--- src/design/x25rx_pkg.sv ---
// x25rx_pkg: shared types and codes for the x.25 packet-layer receive state machine
// no dependencies; used by x25rx_step and x25_packet_layer_rx_fsm_core
package x25rx_pkg;

    localparam int SeqWidth   = 7;
    localparam int TimerWidth = 16;
    localparam int AddrWidth  = 4;
    localparam int DataWidth  = 32;

    // circuit states
    typedef enum logic [2:0] {
        LINK_IDLE         = 3'd0,
        LINK_AWAIT_CALL   = 3'd1,
        LINK_AWAIT_CLEAR  = 3'd2,
        LINK_DATA         = 3'd3,
        LINK_AWAIT_RESET  = 3'd4
    } link_t;

    // decoded packet types
    typedef enum logic [3:0] {
        OP_CALL_ACCEPTED = 4'd0,
        OP_CLEAR_REQ     = 4'd1,
        OP_CLEAR_CONF    = 4'd2,
        OP_RESET_REQ     = 4'd3,
        OP_RESET_CONF    = 4'd4,
        OP_RR            = 4'd5,
        OP_RNR           = 4'd6,
        OP_DATA          = 4'd7,
        OP_LOCAL_SENT    = 4'd8,
        OP_OTHER         = 4'd9
    } opcode_t;

    typedef enum logic [2:0] {
        REPLY_NONE       = 3'd0,
        REPLY_RESET_CONF = 3'd1,
        REPLY_CLEAR_CONF = 3'd2,
        REPLY_RESET_REQ  = 3'd3,
        REPLY_RR         = 3'd4,
        REPLY_RNR        = 3'd5
    } reply_t;

    typedef enum logic [2:0] {
        EVENT_NONE       = 3'd0,
        EVENT_CONNECTED  = 3'd1,
        EVENT_REFUSED    = 3'd2,
        EVENT_CLEARED    = 3'd3,
        EVENT_RESET_DONE = 3'd4
    } event_t;

    // register indexes (paddr[3:2])
    typedef enum logic [1:0] {
        REG_EXTENDED   = 2'd0,
        REG_WINDOW     = 2'd1,
        REG_ACK_DELAY  = 2'd2,
        REG_RESET_WAIT = 2'd3
    } reg_index_t;

    typedef struct packed {
        logic                    extended;
        logic [SeqWidth-1:0]     window;
        logic [TimerWidth-1:0]   ack_delay;
        logic [TimerWidth-1:0]   reset_wait;
    } cfg_t;

    typedef struct packed {
        link_t                   link;
        logic [SeqWidth-1:0]     vs;
        logic [SeqWidth-1:0]     va;
        logic [SeqWidth-1:0]     vr;
        logic [SeqWidth-1:0]     vl;
        logic                    peer_busy;
        logic                    own_busy;
        logic                    ack_pending;
        logic                    closed;
    } circuit_t;

    typedef struct packed {
        logic [3:0]              opcode;
        logic [SeqWidth-1:0]     send_number;
        logic [SeqWidth-1:0]     recv_number;
        logic                    more_data;
        logic                    buffer_ready;
    } packet_t;

    typedef struct packed {
        link_t                   circuit_state;
        reply_t                  reply_packet;
        logic                    deliver;
        logic                    deliver_more;
        event_t                  circuit_event;
        logic                    timer_write;
        logic [TimerWidth-1:0]   timer_value;
        logic                    unknown_packet;
        logic [SeqWidth-1:0]     ack_number;
        logic [SeqWidth-1:0]     recv_state_number;
    } result_t;

endpackage

--- src/design/x25rx_step.sv ---
// x25rx_step: combinational next-state and result logic for one packet beat
// depends on x25rx_pkg
module x25rx_step (
    input  x25rx_pkg::cfg_t     cfg,
    input  x25rx_pkg::circuit_t cur,
    input  x25rx_pkg::packet_t  pkt,
    output x25rx_pkg::circuit_t nxt,
    output x25rx_pkg::result_t  res
);

    logic [x25rx_pkg::SeqWidth-1:0] mask;
    logic [x25rx_pkg::SeqWidth-1:0] va_m;
    logic [x25rx_pkg::SeqWidth-1:0] vs_m;
    logic [x25rx_pkg::SeqWidth-1:0] vr_m;
    logic [x25rx_pkg::SeqWidth-1:0] vr_inc;
    logic [x25rx_pkg::SeqWidth-1:0] vr_after;
    logic [x25rx_pkg::SeqWidth-1:0] win_edge;
    logic                           nr_ok;
    logic                           seq_ok;
    logic                           own_busy_after;
    logic                           win_hit;
    logic                           open_circuit;
    x25rx_pkg::opcode_t             op;
    x25rx_pkg::link_t               link_next;

    // shared modular arithmetic
    always_comb
    begin
        op       = x25rx_pkg::opcode_t'(pkt.opcode);
        mask     = cfg.extended ? 7'h7F : 7'h07;
        va_m     = cur.va & mask;
        vs_m     = cur.vs & mask;
        vr_m     = cur.vr & mask;
        nr_ok    = ((pkt.recv_number & ~mask) == '0) &&
                   (((pkt.recv_number - va_m) & mask) <= ((vs_m - va_m) & mask));
        vr_inc   = (cur.vr + 7'd1) & mask;
        seq_ok   = (pkt.send_number == vr_m);
        vr_after = (seq_ok && pkt.buffer_ready) ? vr_inc : cur.vr;
        own_busy_after = cur.own_busy | (seq_ok & ~pkt.buffer_ready);
        win_edge = (cur.vl + cfg.window) & mask;
        win_hit  = (win_edge == (vr_after & mask));
        open_circuit = ~cur.closed;
    end

    // next circuit state
    always_comb
    begin
        link_next = cur.link;
        unique case (cur.link)
            x25rx_pkg::LINK_AWAIT_CALL:
            begin
                if (op == x25rx_pkg::OP_CALL_ACCEPTED)
                    link_next = x25rx_pkg::LINK_DATA;
                else if (op == x25rx_pkg::OP_CLEAR_REQ)
                    link_next = x25rx_pkg::LINK_IDLE;
            end
            x25rx_pkg::LINK_AWAIT_CLEAR:
            begin
                if (op == x25rx_pkg::OP_CLEAR_REQ || op == x25rx_pkg::OP_CLEAR_CONF)
                    link_next = x25rx_pkg::LINK_IDLE;
            end
            x25rx_pkg::LINK_DATA:
            begin
                case (op) inside
                    x25rx_pkg::OP_CLEAR_REQ:
                        link_next = x25rx_pkg::LINK_IDLE;
                    x25rx_pkg::OP_RR, x25rx_pkg::OP_RNR, x25rx_pkg::OP_DATA:
                        if (!nr_ok)
                            link_next = x25rx_pkg::LINK_AWAIT_RESET;
                    default: ;
                endcase
            end
            x25rx_pkg::LINK_AWAIT_RESET:
            begin
                case (op) inside
                    x25rx_pkg::OP_RESET_REQ, x25rx_pkg::OP_RESET_CONF:
                        link_next = x25rx_pkg::LINK_DATA;
                    x25rx_pkg::OP_CLEAR_REQ:
                        link_next = x25rx_pkg::LINK_IDLE;
                    default: ;
                endcase
            end
            default: ;
        endcase
    end

    // counters, flags and result fields
    always_comb
    begin
        nxt = cur;
        nxt.link = link_next;
        res = '0;
        unique case (cur.link)
            x25rx_pkg::LINK_AWAIT_CALL:
            begin
                case (op) inside
                    x25rx_pkg::OP_CALL_ACCEPTED:
                    begin
                        nxt.vs = '0; nxt.va = '0; nxt.vr = '0; nxt.vl = '0;
                        nxt.peer_busy = 1'b0; nxt.own_busy = 1'b0; nxt.ack_pending = 1'b0;
                        res.timer_write = 1'b1;
                        if (open_circuit)
                            res.circuit_event = x25rx_pkg::EVENT_CONNECTED;
                    end
                    x25rx_pkg::OP_CLEAR_REQ:
                    begin
                        nxt.closed = 1'b1;
                        if (open_circuit)
                            res.circuit_event = x25rx_pkg::EVENT_REFUSED;
                    end
                    default: res.unknown_packet = 1'b1;
                endcase
            end
            x25rx_pkg::LINK_AWAIT_CLEAR:
            begin
                case (op) inside
                    x25rx_pkg::OP_CLEAR_REQ, x25rx_pkg::OP_CLEAR_CONF:
                    begin
                        nxt.closed = 1'b1;
                        if (open_circuit)
                            res.circuit_event = x25rx_pkg::EVENT_CLEARED;
                    end
                    default: res.unknown_packet = 1'b1;
                endcase
            end
            x25rx_pkg::LINK_DATA:
            begin
                case (op) inside
                    x25rx_pkg::OP_RESET_REQ:
                    begin
                        nxt.vs = '0; nxt.va = '0; nxt.vr = '0; nxt.vl = '0;
                        nxt.peer_busy = 1'b0; nxt.own_busy = 1'b0; nxt.ack_pending = 1'b0;
                        res.reply_packet  = x25rx_pkg::REPLY_RESET_CONF;
                        res.timer_write   = 1'b1;
                        res.circuit_event = x25rx_pkg::EVENT_RESET_DONE;
                    end
                    x25rx_pkg::OP_CLEAR_REQ:
                    begin
                        nxt.closed = 1'b1;
                        res.reply_packet = x25rx_pkg::REPLY_CLEAR_CONF;
                        if (open_circuit)
                            res.circuit_event = x25rx_pkg::EVENT_CLEARED;
                    end
                    x25rx_pkg::OP_RR, x25rx_pkg::OP_RNR, x25rx_pkg::OP_DATA:
                    begin
                        nxt.peer_busy = (op == x25rx_pkg::OP_RNR);
                        if (!nr_ok)
                        begin
                            // bad n(r): reset request, counters cleared
                            nxt.vs = '0; nxt.va = '0; nxt.vr = '0; nxt.vl = '0;
                            nxt.peer_busy = 1'b0; nxt.own_busy = 1'b0;
                            nxt.ack_pending = 1'b0;
                            res.reply_packet = x25rx_pkg::REPLY_RESET_REQ;
                            res.timer_write  = 1'b1;
                            res.timer_value  = cfg.reset_wait;
                        end
                        else
                        begin
                            nxt.va = pkt.recv_number;
                            if (op == x25rx_pkg::OP_DATA && !cur.own_busy)
                            begin
                                nxt.vr = vr_after;
                                nxt.own_busy = own_busy_after;
                                res.deliver = seq_ok & pkt.buffer_ready;
                                res.deliver_more = seq_ok & pkt.buffer_ready & pkt.more_data;
                                res.timer_write = 1'b1;
                                if (win_hit)
                                begin
                                    nxt.ack_pending = 1'b0;
                                    nxt.vl = vr_after;
                                    res.reply_packet = own_busy_after ?
                                        x25rx_pkg::REPLY_RNR : x25rx_pkg::REPLY_RR;
                                end
                                else
                                begin
                                    nxt.ack_pending = 1'b1;
                                    res.timer_value = cfg.ack_delay;
                                end
                            end
                        end
                    end
                    x25rx_pkg::OP_LOCAL_SENT:
                        nxt.vs = (cur.vs + 7'd1) & mask;
                    default: res.unknown_packet = 1'b1;
                endcase
            end
            x25rx_pkg::LINK_AWAIT_RESET:
            begin
                case (op) inside
                    x25rx_pkg::OP_RESET_REQ, x25rx_pkg::OP_RESET_CONF:
                    begin
                        nxt.vs = '0; nxt.va = '0; nxt.vr = '0; nxt.vl = '0;
                        nxt.peer_busy = 1'b0; nxt.own_busy = 1'b0; nxt.ack_pending = 1'b0;
                        res.timer_write   = 1'b1;
                        res.circuit_event = x25rx_pkg::EVENT_RESET_DONE;
                    end
                    x25rx_pkg::OP_CLEAR_REQ:
                    begin
                        nxt.closed = 1'b1;
                        res.reply_packet = x25rx_pkg::REPLY_CLEAR_CONF;
                        res.timer_write  = 1'b1;
                        if (open_circuit)
                            res.circuit_event = x25rx_pkg::EVENT_CLEARED;
                    end
                    default: res.unknown_packet = 1'b1;
                endcase
            end
            default: ;
        endcase
        res.circuit_state     = link_next;
        res.ack_number        = nxt.va;
        res.recv_state_number = nxt.vr;
    end

endmodule

--- src/design/x25_packet_layer_rx_fsm_core.sv ---
// a beat waits in the input register until the step stage fires and loads its result into
// the result register; throughput: one packet beat per cycle while out_ready stays high;
// the circuit state updates in the second stage
// a stalled result register holds the input register, which then holds in_ready low
// reset: rst_n asynchronous, active low; circuit awaits call accepted, counters zero,
// registers at window 2, ack delay 300, reset wait 18000, modulo 8
module x25_packet_layer_rx_fsm_core (
    input  logic                                clk,
    input  logic                                rst_n,
    // apb configuration port
    input  logic                                psel,
    input  logic                                penable,
    input  logic                                pwrite,
    input  logic [x25rx_pkg::AddrWidth-1:0]     paddr,
    input  logic [x25rx_pkg::DataWidth-1:0]     pwdata,
    output logic [x25rx_pkg::DataWidth-1:0]     prdata,
    output logic                                pready,
    // packet input channel
    input  logic                                in_valid,
    output logic                                in_ready,
    input  logic [3:0]                          opcode,
    input  logic [x25rx_pkg::SeqWidth-1:0]      send_number,
    input  logic [x25rx_pkg::SeqWidth-1:0]      recv_number,
    input  logic                                more_data,
    input  logic                                buffer_ready,
    // result channel
    output logic                                out_valid,
    input  logic                                out_ready,
    output logic [2:0]                          circuit_state,
    output logic [2:0]                          reply_packet,
    output logic                                deliver,
    output logic                                deliver_more,
    output logic [2:0]                          circuit_event,
    output logic                                timer_write,
    output logic [x25rx_pkg::TimerWidth-1:0]    timer_value,
    output logic                                unknown_packet,
    output logic [x25rx_pkg::SeqWidth-1:0]      ack_number,
    output logic [x25rx_pkg::SeqWidth-1:0]      recv_state_number
);

    x25rx_pkg::cfg_t     cfg_reg;
    x25rx_pkg::circuit_t circuit_reg;
    x25rx_pkg::circuit_t circuit_next;
    x25rx_pkg::packet_t  pkt_reg;
    x25rx_pkg::result_t  result_reg;
    x25rx_pkg::result_t  result_next;
    logic                pkt_valid_reg;
    logic                out_valid_reg;
    logic                step_fire;
    logic                cfg_write;
    x25rx_pkg::reg_index_t reg_sel;

    // ---------------- configuration registers ----------------
    assign pready    = 1'b1;
    assign reg_sel   = x25rx_pkg::reg_index_t'(paddr[3:2]);
    assign cfg_write = psel & penable & pwrite & pready;

    always_ff @(posedge clk or negedge rst_n)
    begin
        if (!rst_n)
        begin
            cfg_reg.extended   <= 1'b0;
            cfg_reg.window     <= 7'd2;
            cfg_reg.ack_delay  <= 16'd300;
            cfg_reg.reset_wait <= 16'd18000;
        end
        else if (cfg_write)
        begin
            unique case (reg_sel)
                x25rx_pkg::REG_EXTENDED:   cfg_reg.extended   <= pwdata[0];
                x25rx_pkg::REG_WINDOW:     cfg_reg.window     <= pwdata[6:0];
                x25rx_pkg::REG_ACK_DELAY:  cfg_reg.ack_delay  <= pwdata[15:0];
                x25rx_pkg::REG_RESET_WAIT: cfg_reg.reset_wait <= pwdata[15:0];
                default: ;
            endcase
        end
    end

    // register readback, zero-extended
    always_comb
    begin
        unique case (reg_sel)
            x25rx_pkg::REG_EXTENDED:   prdata = {31'd0, cfg_reg.extended};
            x25rx_pkg::REG_WINDOW:     prdata = {25'd0, cfg_reg.window};
            x25rx_pkg::REG_ACK_DELAY:  prdata = {16'd0, cfg_reg.ack_delay};
            x25rx_pkg::REG_RESET_WAIT: prdata = {16'd0, cfg_reg.reset_wait};
            default:                   prdata = '0;
        endcase
    end

    // ---------------- handshake ----------------
    // the step stage fires when a packet waits and the result register is free or draining
    assign step_fire = pkt_valid_reg & (~out_valid_reg | out_ready);
    assign in_ready  = ~pkt_valid_reg | step_fire;
    assign out_valid = out_valid_reg;

    // input register: holds one packet beat
    always_ff @(posedge clk or negedge rst_n)
    begin
        if (!rst_n)
            pkt_valid_reg <= 1'b0;
        else if (in_ready)
            pkt_valid_reg <= in_valid;
    end

    always_ff @(posedge clk)
    begin
        if (in_valid && in_ready)
        begin
            pkt_reg.opcode       <= opcode;
            pkt_reg.send_number  <= send_number;
            pkt_reg.recv_number  <= recv_number;
            pkt_reg.more_data    <= more_data;
            pkt_reg.buffer_ready <= buffer_ready;
        end
    end

    // ---------------- circuit step logic ----------------
    x25rx_step u_step (
        .cfg (cfg_reg),
        .cur (circuit_reg),
        .pkt (pkt_reg),
        .nxt (circuit_next),
        .res (result_next)
    );

    // circuit state and counters advance once per fired beat
    always_ff @(posedge clk or negedge rst_n)
    begin
        if (!rst_n)
        begin
            circuit_reg.link        <= x25rx_pkg::LINK_AWAIT_CALL;
            circuit_reg.vs          <= '0;
            circuit_reg.va          <= '0;
            circuit_reg.vr          <= '0;
            circuit_reg.vl          <= '0;
            circuit_reg.peer_busy   <= 1'b0;
            circuit_reg.own_busy    <= 1'b0;
            circuit_reg.ack_pending <= 1'b0;
            circuit_reg.closed      <= 1'b0;
        end
        else if (step_fire)
            circuit_reg <= circuit_next;
    end

    // result register
    always_ff @(posedge clk or negedge rst_n)
    begin
        if (!rst_n)
            out_valid_reg <= 1'b0;
        else if (step_fire)
            out_valid_reg <= 1'b1;
        else if (out_ready)
            out_valid_reg <= 1'b0;
    end

    always_ff @(posedge clk)
    begin
        if (step_fire)
            result_reg <= result_next;
    end

    assign circuit_state     = result_reg.circuit_state;
    assign reply_packet      = result_reg.reply_packet;
    assign deliver           = result_reg.deliver;
    assign deliver_more      = result_reg.deliver_more;
    assign circuit_event     = result_reg.circuit_event;
    assign timer_write       = result_reg.timer_write;
    assign timer_value       = result_reg.timer_value;
    assign unknown_packet    = result_reg.unknown_packet;
    assign ack_number        = result_reg.ack_number;
    assign recv_state_number = result_reg.recv_state_number;

`ifndef SYNTHESIS
    // the m bit is only passed on with delivered data
    assert property (@(posedge clk) disable iff (!rst_n)
        out_valid_reg |-> (!result_reg.deliver_more || result_reg.deliver))
        else $error("deliver_more without deliver");

    // a nonzero timer load always comes with a timer write
    assert property (@(posedge clk) disable iff (!rst_n)
        out_valid_reg |-> (result_reg.timer_value == '0 || result_reg.timer_write))
        else $error("timer value without timer write");

    // the circuit state only changes on a fired beat
    assert property (@(posedge clk) disable iff (!rst_n)
        !step_fire |=> $stable(circuit_reg))
        else $error("circuit state changed without a beat");

    // once closed, the circuit stays idle
    assert property (@(posedge clk) disable iff (!rst_n)
        (circuit_reg.link == x25rx_pkg::LINK_IDLE) |=>
            (circuit_reg.link == x25rx_pkg::LINK_IDLE))
        else $error("circuit left idle state");
`endif

endmodule

--- config.mk ---
export PLATFORM = sky130hd
export DESIGN_NAME = x25_packet_layer_rx_fsm_core
export DESIGN_NICKNAME = d
export VERILOG_FILES = /design/src/design/x25rx_pkg.sv /design/src/design/x25rx_step.sv /design/src/design/x25_packet_layer_rx_fsm_core.sv
export SDC_FILE = /design/constraint.sdc
export NUM_CORES = 1
export LEC_CHECK = 0
export BUFFER_PORTS_ARGS = -buffer_cell sky130_fd_sc_hd__buf_2
export CAP_MARGIN = 20
export CORE_UTILIZATION = 30
export CTS_CLUSTER_SIZE = 28
export DETAILED_ROUTE_END_ITERATION = 7
export PLACE_DENSITY = 0.45
export SLEW_MARGIN = 5
export SYNTH_ARGS = -nofsm -noshare
export SYNTH_HDL_FRONTEND = slang
export SYNTH_SLANG_ARGS = --single-unit
--- constraint.sdc ---
create_clock -name clk -period 4.7 [get_ports clk]
set_input_delay 0.47 -clock clk [delete_from_list [all_inputs] [get_ports clk]]
set_output_delay 0.47 -clock clk [all_outputs]
set_load 0.005 [all_outputs]
==> results by group <==
Finish
  • Most frequent cells in the layout: 105 x buf_2, 78 x nand2_1, 64 x dfrtp_1
  • Largest register FFs: 40
  • N_diodes: 0
  • Most common cell after layout, fill and taps aside: buf_2
  • Filler cell count: between 2k and 2.5k
  • Post-route insts no fill: ~1.1k
  • Layout cells sized above 1: 0.277
  • Area grow syn2layout: 18.1%
  • Final core occ: 0.362
  • Final instance area: around 9000 um2
  • Final #Nets: 884

Synth
  • Main synth FF type: dfrtp_1
  • Synth top area share: 0.245
  • #FFs+latches synth: around 140
  • Post-synthesis async set-or-reset flop share: 0.543
  • Cell variety after synth: between 70 and 80
  • YS warnings: 0
  • Post-synthesis sequential area ratio: 0.490
  • Ranking of synthesized cells by area: edfxtp_1 25%, dfrtp_1 21%, mux2_2 6.9%, ha_1 4.2%, nand2_1 3.8%
  • EDFF count, synth: 63
  • Cell accounting for the most synthesized area: edfxtp_1
  • Cell Area, Synth: 7720 um2
  • Syn_area_per_cell: about 11 um2
  • Post-Synthesis Cells: ~690

Critical path
  • Most frequent CP cell: a21o_1
  • Crit-path max FO: 22
  • WP data arrival: between 4000 and 5000 ps
  • Worst path slowest cell: a2111oi_2
  • CP peak stage delay: 540 ps
  • CP Launch Type: flip-flop
  • Crit Path Category: reg2reg
  • Critical Path Start: circuit_reg[25]
  • Worst reg2reg path startpoint: circuit_reg[25]
  • R2R depth: 18
  • Critical-path cell list: inv_1 -> ha_1 -> inv_1 -> fa_1 -> a21o_1 -> a21o_1 -> a21o_1 -> a21oi_1 -> xnor2_1 -> nand2_1 -> ha_1 -> and4_1 -> a221o_1 -> a2111oi_2 -> and2_1 -> buf_4 -> nand2b_1 -> o21ai_0
  • Worst Path Required: 5030 ps
  • Critical path capture point type: flip-flop

Timing
  • Max-slew headroom: 0.333
  • Setup slack after layout: ~340 ps
  • Tmin final: around 4400 ps
  • Clock Skews: 9.83 ps
  • Fin. Hold Viols: 0
  • Final setup fails: 0
  • TNS Setup: 0 ps
  • Period utilization: 0.927
  • RSZ-0062 raised after global routing: no
  • WHS: around 220 ps
  • Worst-margin pin slew: 1000 ps
  • Max Freq: approximately 230 MHz
  • Slew Viols, Final: 0

Hold path
  • Hold path start: send_number[5]
  • Hold path cells: 1
  • Worst min path class: in2reg

Clock network
  • Max H-tree Level: 4
  • CTS Buffer Depth: 2
  • Clock-pin slew on the worst setup and hold paths: approximately 70 ps
  • Clk_lat worst skew: between 400 and 500 ps
  • CTS tree: done
  • Root buf cell: clkbuf_16
  • Post-CTS sizing: 0
  • Clk sinks: 138
  • TritonCTS Buffers: 17

Place
  • IO buf count: 105
  • HPWL after DPL: ~13000 um
  • GP Congestion: roughly 0.85
  • Pre-CTS setup slack: between 300 and 400 ps
  • DP Cell Count: roughly 1.1k
  • Dpl cell area: roughly 8500 um2

Global route
  • Gr ovfl total: 0
  • Largest net degree at the start of global routing: 76
  • Vias in the first global route: 5667
  • Total track usage: 0.150
  • First-pass GRT wire length: slightly above 30000 um
  • Antenna violations before repair: 0

Floorplan
  • Die footprint: around 26000 um2
  • Die width: approximately 160 um
  • Die height: between 150 and 200 um
  • Rows: between 50 and 60
  • I/O pin cnt: 141
  • Core ar.: between 20000 and 30000 um2
  • Initial Util: 0.307

Power and ir drop
  • Max IR drop VDD: roughly 0.16 mV
  • Final Power: about 3.4 mW
  • PD cells: around 370 nW/um2
  • Leakage: 3.89 nW

Detailed routing
  • DRC viols: 0
  • Starting DRT DRC Count: between 300 and 400
  • DRT Pass-1 Iters: 5
  • Vias: 5672
  • Total routed wirelength: ~19000 um
  • DR vias/cell: approximately 5.0
  • Final ANT Viol Nets: 0
  • DR WL/cell: 16.9 um

Run
  • Max Cap Viol: 0

Outcome
  • Status: finished clean
-- routing by layer --
metal	routed length [um]	share of wire	track usage	up-vias
met5	0	0	0	-
met4	194	0.010	0.0446	0
met3	612	0.032	0.0275	16
met2	9500	0.50	0.253	120
met1	8850	0.46	0.195	2811
li1	-	-	-	2725
-- cell usage after synthesis (13+ instances only) --
cell,n
edfxtp_1,63
o21ai_0,25
nand2_1,78
nand2b_1,20
mux2i_1,16
a21o_1,23
buf_4,21
a32o_1,17
a22o_1,16
inv_1,13
a21oi_1,23
dfrtp_1,64
clkbuf_1,20
nand3_1,15
xnor2_1,19
nor3_1,15
mux2_2,47
nor2_1,30
ha_1,26
-- worst max-delay path: cells and delay by family, from the launching register on --
| kind | cells | cell delay, ps |
|---|---|---|
| compound gates | 7 | 1800 |
| xor+xnor | 1 | 140 |
| fa+ha+maj | 3 | 840 |
| buf+inv | 3 | 440 |
| flops | 1 | 450 |
| simple gates | 4 | 600 |
-- report_power, final --
| part | switching (mW) | internal [mW] |
|---|---|---|
| clock | 0.608 | 0.707 |
| combinational | 0.298 | 0.273 |
| sequential | 0.0909 | 1.40 |
| total | 0.997 | 2.38 |
-- final timing paths --
check | end | slack (ps)
setup / recovery | circuit_reg[15] | 340
hold / removal | pkt_reg[14] | 220
setup reg to reg | circuit_reg[15] | 340
hold reg to reg | out_valid | 490
max in group asynchronous | circuit_reg[32] | 3540
min in group asynchronous | pkt_valid_reg | 500
-- final cells by class --
class / instances / area, um2 / share of cell area
Inverter: 14 / 52.6 / 0.00576
Multi-Input combinational cell: 506 / 3660 / 0.402
Clock buffer: 17 / 425 / 0.0467
Sequential cell: 138 / 3780 / 0.415
Tap cell: 330 / 413 / 0.0453
Timing Repair Buffer: 115 / 636 / 0.0697
Clock inverter: 15 / 146 / 0.0161
-- timing repair --
item                                    CTS  global route
hold buffers                              0             1
endpoints found under the setup margin    0             0
setup buffers                             0             0
hold endpoints to repair                  0            18
-- cells by family after synthesis --
group,synth area share
compound gates,0.145
xor+xnor,0.0350
fa+ha+maj,0.0512
buf+inv,0.0442
flops,0.490
mux,0.0941
other cells,0.000973
simple gates,0.140
No activity file was read; power rests on OpenSTA's default activity.
